[src/rtl/pps_pkg.sv]
`timescale 1ns / 1ps
package pps_pkg;

   localparam int SLOTS_DEF = 16;
   localparam int SUM_W = 40;
   localparam int TIME_W = 32;
   // finish time t+1 kept one bit wider than the clock
   localparam int SPAN_W = TIME_W + 1;

   localparam logic [1:0] MODE_LOAD    = 2'd0;
   localparam logic [1:0] MODE_TICK    = 2'd1;
   localparam logic [1:0] MODE_RESTART = 2'd2;

   localparam logic [SUM_W-1:0] SUM_MAX = {SUM_W{1'b1}};

   typedef struct packed {
      logic        we;
      logic [3:0]  slot;
      logic [15:0] arrival;
      logic [15:0] burst;
      logic [15:0] prio;
   } load_cmd_type;

   // running best candidate handed from cell to cell
   typedef struct packed {
      logic        found;
      logic [15:0] prio;
      logic [15:0] arrival;
      logic [15:0] orig;
      logic [15:0] rem;
   } token_type;

   function automatic logic [SUM_W-1:0] sat_add(input logic [SUM_W-1:0] acc,
                                                input logic [SPAN_W-1:0] v);
      logic [SUM_W:0] s;
      begin
         s = {1'b0, acc} + (SUM_W+1)'(v);
         sat_add = s[SUM_W] ? SUM_MAX : s[SUM_W-1:0];
      end
   endfunction

   function automatic logic [15:0] sat16(input logic [SPAN_W-1:0] v);
      begin
         sat16 = (v > SPAN_W'(16'hFFFF)) ? 16'hFFFF : v[15:0];
      end
   endfunction

endpackage

[src/rtl/preemptive_priority_scheduler.sv]
`timescale 1ns / 1ps
// Channel   Ports                      Handshake
// --------  -------------------------  -------------------------------------
// request   req_mode .. req_priority_req  taken when start high, busy low
// response  rsp_ran .. rsp_total_turnaround  valid one cycle with rsp_strobe
//
// Load, restart and unused-mode items answer in the cycle after acceptance and
// leave busy low. For a tick item, the best-candidate token walks the cell
// chain one slot per cycle, then completion arithmetic runs through states
// S_CALC1, S_CALC2 and S_CALC3 before the strobe. Reset is synchronous and
// empties every slot and clears the clock and totals. The receiver cannot
// stall; each response is on the ports for exactly one cycle.
module preemptive_priority_scheduler import pps_pkg::*; #(
   parameter int SLOTS = SLOTS_DEF
) (
   input  logic         clock,
   input  logic         reset,
   input  logic         start,
   output logic         busy,
   input  logic [1:0]   req_mode,
   input  logic [3:0]   req_slot,
   input  logic [15:0]  req_arrival,
   input  logic [15:0]  req_burst,
   input  logic [15:0]  req_priority_req,
   output logic         rsp_strobe,
   output logic         rsp_ran,
   output logic [3:0]   rsp_served_slot,
   output logic         rsp_finished,
   output logic [15:0]  rsp_wait_time,
   output logic [15:0]  rsp_turnaround,
   output logic [31:0]  rsp_time_now,
   output logic [39:0]  rsp_total_wait,
   output logic [39:0]  rsp_total_turnaround
);

   localparam int IW = (SLOTS > 1) ? $clog2(SLOTS) : 1;

   // controller states
   localparam logic [2:0] S_IDLE  = 3'd0;
   localparam logic [2:0] S_SCAN  = 3'd1;
   localparam logic [2:0] S_CALC1 = 3'd2;
   localparam logic [2:0] S_CALC2 = 3'd3;
   localparam logic [2:0] S_CALC3 = 3'd4;

   logic [2:0]        state_ff, state_in;
   logic [IW-1:0]     cnt_ff, cnt_in;
   logic [TIME_W-1:0] tick_ff, tick_in;
   logic [SUM_W-1:0]  wsum_ff, wsum_in;
   logic [SUM_W-1:0]  tsum_ff, tsum_in;

   // completion pipeline
   logic              found_ff, found_in;
   logic [IW-1:0]     win_ff, win_in;
   logic              fin_ff, fin_in;
   logic [SPAN_W-1:0] tat_ff, tat_in;
   logic [15:0]       orig_ff, orig_in;
   logic [SPAN_W-1:0] wt_ff, wt_in;

   logic              strobe_ff, strobe_in;
   logic              ran_ff, ran_in;
   logic [3:0]        slot_ff, slot_in;
   logic              finr_ff, finr_in;
   logic [15:0]       wtr_ff, wtr_in;
   logic [15:0]       tatr_ff, tatr_in;
   logic [TIME_W-1:0] time_ff, time_in;
   logic [SUM_W-1:0]  wtot_ff, wtot_in;
   logic [SUM_W-1:0]  ttot_ff, ttot_in;

   logic              accept;
   load_cmd_type      load_cmd;
   logic              serve_en;

   token_type         tok [0:SLOTS];
   logic [IW-1:0]     idx [0:SLOTS];

   assign busy   = (state_ff != S_IDLE);
   assign accept = start && !busy;

   // slot writes land at the accept edge; out-of-range slots are dropped
   assign load_cmd.we      = accept && (req_mode == MODE_LOAD)
                             && ({28'b0, req_slot} < 32'(SLOTS));
   assign load_cmd.slot    = req_slot;
   assign load_cmd.arrival = req_arrival;
   assign load_cmd.burst   = req_burst;
   assign load_cmd.prio    = req_priority_req;

   // the winner gives up one unit as the chain result is consumed
   assign serve_en = (state_ff == S_CALC1) && tok[SLOTS].found;

   // cell chain: empty token enters at the head
   assign tok[0] = '0;
   assign idx[0] = '0;

   for (genvar g = 0; g < SLOTS; g++) begin : g_cell
      pps_cell #(
         .SLOTS    (SLOTS),
         .CELL_IDX (g)
      ) u_cell (
         .clock     (clock),
         .reset     (reset),
         .load_cmd  (load_cmd),
         .serve_en  (serve_en),
         .serve_idx (idx[SLOTS]),
         .t_now     (tick_ff),
         .tok_in    (tok[g]),
         .idx_in    (idx[g]),
         .tok_out   (tok[g+1]),
         .idx_out   (idx[g+1])
      );
   end

   always_comb begin
      state_in  = state_ff;
      cnt_in    = cnt_ff;
      tick_in   = tick_ff;
      wsum_in   = wsum_ff;
      tsum_in   = tsum_ff;
      found_in  = found_ff;
      win_in    = win_ff;
      fin_in    = fin_ff;
      tat_in    = tat_ff;
      orig_in   = orig_ff;
      wt_in     = wt_ff;
      strobe_in = 1'b0;
      ran_in    = ran_ff;
      slot_in   = slot_ff;
      finr_in   = finr_ff;
      wtr_in    = wtr_ff;
      tatr_in   = tatr_ff;
      time_in   = time_ff;
      wtot_in   = wtot_ff;
      ttot_in   = ttot_ff;

      unique case (state_ff)
         S_IDLE: begin
            if (accept) begin
               if (req_mode == MODE_TICK) begin
                  state_in = S_SCAN;
                  cnt_in   = '0;
               end else begin
                  // non-tick items answer right away
                  strobe_in = 1'b1;
                  ran_in    = 1'b0;
                  slot_in   = 4'd0;
                  finr_in   = 1'b0;
                  wtr_in    = 16'd0;
                  tatr_in   = 16'd0;
                  time_in   = tick_ff;
                  wtot_in   = wsum_ff;
                  ttot_in   = tsum_ff;
                  if (req_mode == MODE_RESTART) begin
                     tick_in = '0;
                     wsum_in = '0;
                     tsum_in = '0;
                     time_in = '0;
                     wtot_in = '0;
                     ttot_in = '0;
                  end
               end
            end
         end
         S_SCAN: begin
            // token walks every cell of the chain before it reaches the chain tail
            if (cnt_ff == IW'(SLOTS - 1)) begin
               state_in = S_CALC1;
            end else begin
               cnt_in = cnt_ff + 1'b1;
            end
         end
         S_CALC1: begin
            found_in = tok[SLOTS].found;
            win_in   = idx[SLOTS];
            fin_in   = tok[SLOTS].found && (tok[SLOTS].rem == 16'd1);
            // finish time computed one bit wider so it never wraps
            tat_in   = ({1'b0, tick_ff} + SPAN_W'(1)) - SPAN_W'(tok[SLOTS].arrival);
            orig_in  = tok[SLOTS].orig;
            tick_in  = tick_ff + 1'b1;
            state_in = S_CALC2;
         end
         S_CALC2: begin
            // negative wait after a restart or reload clamps to zero
            wt_in    = (tat_ff >= SPAN_W'(orig_ff)) ? tat_ff - SPAN_W'(orig_ff) : '0;
            state_in = S_CALC3;
         end
         S_CALC3: begin
            strobe_in = 1'b1;
            ran_in    = found_ff;
            slot_in   = found_ff ? 4'(win_ff) : 4'd0;
            finr_in   = fin_ff;
            wtr_in    = 16'd0;
            tatr_in   = 16'd0;
            if (fin_ff) begin
               wtr_in  = sat16(wt_ff);
               tatr_in = sat16(tat_ff);
               wsum_in = sat_add(wsum_ff, wt_ff);
               tsum_in = sat_add(tsum_ff, tat_ff);
            end
            time_in  = tick_ff;
            wtot_in  = wsum_in;
            ttot_in  = tsum_in;
            state_in = S_IDLE;
         end
         default: begin
            state_in = S_IDLE;
         end
      endcase
   end

   always_ff @(posedge clock) begin
      if (reset) begin
         state_ff  <= S_IDLE;
         tick_ff   <= '0;
         wsum_ff   <= '0;
         tsum_ff   <= '0;
         strobe_ff <= 1'b0;
      end else begin
         state_ff  <= state_in;
         tick_ff   <= tick_in;
         wsum_ff   <= wsum_in;
         tsum_ff   <= tsum_in;
         strobe_ff <= strobe_in;
      end
   end

   always_ff @(posedge clock) begin
      cnt_ff   <= cnt_in;
      found_ff <= found_in;
      win_ff   <= win_in;
      fin_ff   <= fin_in;
      tat_ff   <= tat_in;
      orig_ff  <= orig_in;
      wt_ff    <= wt_in;
      ran_ff   <= ran_in;
      slot_ff  <= slot_in;
      finr_ff  <= finr_in;
      wtr_ff   <= wtr_in;
      tatr_ff  <= tatr_in;
      time_ff  <= time_in;
      wtot_ff  <= wtot_in;
      ttot_ff  <= ttot_in;
   end

   assign rsp_strobe           = strobe_ff;
   assign rsp_ran              = ran_ff;
   assign rsp_served_slot      = slot_ff;
   assign rsp_finished         = finr_ff;
   assign rsp_wait_time        = wtr_ff;
   assign rsp_turnaround       = tatr_ff;
   assign rsp_time_now         = time_ff;
   assign rsp_total_wait       = wtot_ff;
   assign rsp_total_turnaround = ttot_ff;

endmodule

[src/rtl/pps_cell.sv]
`timescale 1ns / 1ps
module pps_cell import pps_pkg::*; #(
   parameter int SLOTS = SLOTS_DEF,
   parameter int CELL_IDX = 0,
   localparam int IW = (SLOTS > 1) ? $clog2(SLOTS) : 1
) (
   input  logic                clock,
   input  logic                reset,
   input  load_cmd_type        load_cmd,
   input  logic                serve_en,
   input  logic [IW-1:0]       serve_idx,
   input  logic [TIME_W-1:0]   t_now,
   input  token_type           tok_in,
   input  logic [IW-1:0]       idx_in,
   output token_type           tok_out,
   output logic [IW-1:0]       idx_out
);

   logic [15:0] arrival_ff, arrival_in;
   logic [15:0] orig_ff, orig_in;
   logic [15:0] rem_ff, rem_in;
   logic [15:0] prio_ff, prio_in;
   token_type   tok_ff, tok_in_nx;
   logic [IW-1:0] idx_ff, idx_in_nx;
   logic        hit_load, hit_serve, eligible, take;

   assign hit_load  = load_cmd.we && ({28'b0, load_cmd.slot} == 32'(CELL_IDX));
   assign hit_serve = serve_en && (32'(serve_idx) == 32'(CELL_IDX));

   always_comb begin
      arrival_in = arrival_ff;
      orig_in    = orig_ff;
      rem_in     = rem_ff;
      prio_in    = prio_ff;
      if (hit_load) begin
         arrival_in = load_cmd.arrival;
         orig_in    = load_cmd.burst;
         rem_in     = load_cmd.burst;
         prio_in    = load_cmd.prio;
      end else if (hit_serve) begin
         rem_in = rem_ff - 16'd1;
      end
   end

   // strict less-than keeps the lower slot on equal priority
   assign eligible = (rem_ff != 16'd0) && ({16'b0, arrival_ff} <= t_now);
   assign take = eligible && (!tok_in.found || (prio_ff < tok_in.prio));

   always_comb begin
      tok_in_nx = tok_in;
      idx_in_nx = idx_in;
      if (take) begin
         tok_in_nx.found   = 1'b1;
         tok_in_nx.prio    = prio_ff;
         tok_in_nx.arrival = arrival_ff;
         tok_in_nx.orig    = orig_ff;
         tok_in_nx.rem     = rem_ff;
         idx_in_nx         = IW'(CELL_IDX);
      end
   end

   always_ff @(posedge clock) begin
      if (reset) begin
         rem_ff <= '0;
      end else begin
         rem_ff <= rem_in;
      end
   end

   always_ff @(posedge clock) begin
      arrival_ff <= arrival_in;
      orig_ff    <= orig_in;
      prio_ff    <= prio_in;
      tok_ff     <= tok_in_nx;
      idx_ff     <= idx_in_nx;
   end

   assign tok_out = tok_ff;
   assign idx_out = idx_ff;

endmodule
[config.mk]
export PLATFORM = sky130hd
export DESIGN_NAME = preemptive_priority_scheduler
export DESIGN_NICKNAME = d
export VERILOG_FILES = /design/src/rtl/pps_pkg.sv /design/src/rtl/preemptive_priority_scheduler.sv /design/src/rtl/pps_cell.sv
export SDC_FILE = /design/constraint.sdc
export NUM_CORES = 2
export LEC_CHECK = 0
export ABC_CLOCK_PERIOD_IN_PS = 5500
export BUFFER_PORTS_ARGS = -buffer_cell sky130_fd_sc_hd__buf_2
export CORE_UTILIZATION = 40
export CTS_CLUSTER_DIAMETER = 200
export CTS_CLUSTER_SIZE = 30
export DETAILED_ROUTE_END_ITERATION = 12
export GPL_ROUTABILITY_DRIVEN = 0
export PLACE_DENSITY = 0.56
export SLEW_MARGIN = 30
export SYNTH_ARGS = -nofsm -noshare
export SYNTH_HDL_FRONTEND = slang
export SYNTH_SLANG_ARGS = --single-unit
[constraint.sdc]
create_clock -name clock -period 5.5 [get_ports clock]
set_input_delay 0.275 -clock clock [delete_from_list [all_inputs] [get_ports clock]]
set_output_delay 0.275 -clock clock [all_outputs]
set_load 0.02 [all_outputs]
==> reports/qor.csv <==
metric,value,unit
highest clock rate,219,MHz
Worst Setup End Kind,flip-flop,
Initial Util,40.3,%
post-DR wirelength/cell,20.7,um
deepest clock path buffer count,3,
Mapped Cells,8489,
TritonCTS clock tree,yes,
first-pass GRT wire length,380000,um
routed vias,64100,
cts bufs inserted,91,
simple-gate portion of the synthesized area,9.19,%
Yosys Warn Count,0,
Worst path top cell family by delay,simple AND/OR/NAND/NOR gates,
status,"complete, no violations",
Tcrit/Tclk final,82.9,%
Mapped Area,102000,um2
Synth area leader,edfxtp_1,
DR vias/cell,5.32,
Seq pwr share,60.0,%
RSZ-0062 raised after global routing,no,
Synth Area in Compound Gates,10.0,%
Final min period,4.56,ns
Clock Skews,0.0387,ns
DRC viols,0,
Switch Pwr,10.1,mW
Clock Power Share,23.0,%
Clock Latency Late Sink,0.80,ns
Die Y,506,um
Die Span X,506,um
PostCTS Resize Cnt,0,
placed cells,11800,
Slowest cell on crit path,nor3_1,
clk sinks,2455,
Synth Area per Inst,12.0,um2
relative slew slack,30.2,%
"Area growth, synth to finish",8.28,%
Final Routed Wirelength,249000,um
layout cells sized above 1,16.7,%
number of hold buffers added after cts,40,
Sum Neg Setup Slack,0,ns
IO Count,209,
GRT Util Overall,19.0,%
Post-synth EDFFs,1010,
Comb power frac,17.0,%
Initial DRC Count,4142,
Setup CP Type,flip-flop to flip-flop,
mux contribution to synthesized area,10.5,%
Area contributors post-synth,"edfxtp_1 (30%), dfxtp_1 (28%), mux2_2 (10%), ha_1 (8.0%), a21oi_1 (3.0%)",
"FF+latch count, synth",2455,
Worst VDD drop,262,uV
NumNets Final,9335,
num rows,184,
post-synthesis cell type count,88,
Worst-Margin Slew,1.05,ns
detailed-placement wirelength estimate,180000,um
internal cell power,28.0,mW
Crit Path Max Fanout,19,
syn nets,9200,
Async SR Flop Fraction,0,%
data required time of the worst path,6.15,ns
initial antenna violation count,14,
core area,252000,um2
Final Setup Violations,0,
Antenna Nets Post-Route,0,
Buffers on Ports,208,
leakage,41.7,nW
DR pass1 iterations,6,
Post-Layout Cell Count,12100,
CP arrival,5.21,ns
DIE AREA,256000,um2
number of global-route vias before repair,63900,
Main synth FF type,dfxtp_1,
CP peak stage delay,0.73,ns
Post-Synth XOR/XNOR Area,1.10,%
pwr/cell area,346,nW/um2
"CTS clk-pin slew, worst paths",0.13,ns
pin count of the biggest net entering global routing,134,
Sw Share,26.5,%
Synth top area share,29.9,%
Synth Area in Adders,8.09,%
worst hold-check path type,input pin to flip-flop,
H-tree depth,3,
"Setup Fix Bufs, Post-CTS",0,
root buffer cell,clkbuf_16,
Overflow after GRT,0,
main combinational cell family by area after synthesis,multiplexers,
Fin. Hold Viols,0,
"Seq/Total Area, Yosys",58.3,%
WP buf/inv,1,
Final Max Tran Viols,0,
max_cap viols,0,
critical path startpoint category,flip-flop,
crit-path cells,or3_1 -> or2_2 -> or3_1 -> nor3_1 -> nand2_1 -> inv_2 -> nor2_1 -> o21bai_1 -> a221oi_1 -> nor2_1,
[worst register-to-register path, delay by kind of cell (launching register included)]
family	cells	cell delay, ns
AND/OR/NAND/NOR	7	2.91
buffers and inverters	1	0.59
AO/OA/AOI/OAI	2	0.48
flip-flops	1	0.45
[sequential cells by signal, summed over array words and instances (netlist names), 16 cells and up]
name,cells
g_cell.u_cell.arrival_ff,256
g_cell.u_cell.idx_out,49
g_cell.u_cell.orig_ff,256
g_cell.u_cell.prio_ff,256
g_cell.u_cell.rem_ff,256
g_cell.u_cell.tok_out,1024
orig_ff,16
rsp_time_now,32
rsp_total_turnaround,40
rsp_total_wait,40
rsp_turnaround,16
rsp_wait_time,16
tat_ff,33
tick_ff,32
tsum_ff,40
wsum_ff,40
wt_ff,33
[worst paths after layout]
| check | start | end | slack [ns] | depth (start not counted) |
|---|---|---|---|---|
| max | state_ff[2] | g_cell[0].u_cell.rem_ff[10] | 0.94 | 10 |
| max reg2reg | state_ff[2] | g_cell[0].u_cell.rem_ff[10] | 0.94 | 10 |
| min reg2reg | g_cell[2].u_cell.idx_out[1] | g_cell[3].u_cell.idx_out[1] | 0.40 | 1 |
| min | req_mode[0] | state_ff[0] | 0.16 | 5 |
[cell families (layout without fill, tap and decap cells)]
logic type	count (synthesis)	after routing
compound gates	1635	1635
xor+xnor	128	128
fa+ha+maj	654	654
buf+inv	729	938
flops	2455	2455
mux	950	950
other cells	0	5
simple gates	1938	1938
[synth_stat cells, types with 9 or more instances]
cell type  instances
dfxtp_1         1445
edfxtp_1        1010
mux2_2           941
ha_1             650
nor2_1           628
a21oi_1          599
nand2_1          420
inv_1            403
o21ai_0          339
clkbuf_1         254
nor3_1           168
a21o_1           133
nand3_1          115
o211ai_1          94
and2_1            93
a211oi_1          84
nand4_1           83
xnor2_1           80
nor2b_1           76
nand2b_1          73
nor4_1            66
a31oi_1           57
a221oi_1          53
buf_1             53
o21a_1            52
xor2_1            48
or2_2             46
or3_1             43
and3_1            41
o311ai_0          41
or4_1             31
o21bai_1          20
a22oi_1           16
and4_1            15
a2111oi_0         13
a32oi_1           13
o31ai_1           13
a222oi_1          12
o2111ai_1         12
a211o_1            9
mux2i_1            9
[power by group through the flow]
stage | Combinational [mW] | Sequential [mW] | Clock, mW
2_1_floorplan | 4.53 | 22.8 | 0
3_3_place_gp | 6.24 | 23.3 | 0
3_5_place_dp | 6.39 | 23.2 | 0
4_1_cts | 6.51 | 22.8 | 9.05
5_1_grt | 7.21 | 23.1 | 9.59
6_report | 6.47 | 22.8 | 8.73
[routing by layer]
metal	vias up	GRT usage (%)	part of all wire (%)
li1	31100	-	-
met1	31000	25.3	46
met2	1583	31.6	46
met3	380	2.24	4.3
met4	0	6.91	3.8
met5	-	0	0
[per-stage QoR]
stage | setup WS [ns] | power [mW] | utilization, % | hold slack, ns | cell area (um2)
2_1_floorplan | 1.20 | 27.3 | - | 0.374 | 102000
3_3_place_gp | 0.979 | 29.5 | 42.4 | 0.388 | 107000
3_5_place_dp | 1.07 | 29.6 | 42.4 | 0.389 | 107000
4_1_cts | 1.02 | 38.4 | 43.6 | 0.0821 | 110000
5_1_grt | 0.715 | 39.9 | 43.7 | 0.139 | 110000
6_report | 0.943 | 38.0 | 43.7 | 0.158 | 110000
[cells in the final DEF (no fill, tap or decap), types with 31 or more instances in the layout]
cell type,Yosys,routed
a211oi_1,84,83
a21o_1,133,132
a21oi_1,599,599
a221oi_1,53,52
a31oi_1,57,57
and2_1,93,93
and3_1,41,41
buf_2,4,193
buf_4,4,94
clkbuf_1,254,70
clkbuf_16,0,91
dfxtp_1,1445,1445
dlygate4sd3_1,0,48
edfxtp_1,1010,1010
ha_1,650,650
inv_1,403,393
mux2_2,941,941
nand2_1,420,418
nand2b_1,73,73
nand3_1,115,114
nand4_1,83,83
nor2_1,628,624
nor2b_1,76,76
nor3_1,168,167
nor4_1,66,66
o211ai_1,94,94
o21a_1,52,51
o21ai_0,339,335
o311ai_0,41,41
or2_2,46,46
or3_1,43,43
or4_1,31,31
xnor2_1,80,80
xor2_1,48,48
[layout make-up]
cell class	count	area, um2
multi-input cells	5305	39700
diodes	5	12.5
well taps	3348	4190
clock buffers	161	2540
inverters	412	1560
fillers	23200	142000
repair buffers	359	2640
clock inverters	6	77.6
flip-flops and latches	2455	59300
Note: power is estimated with default switching activity, not from simulation.
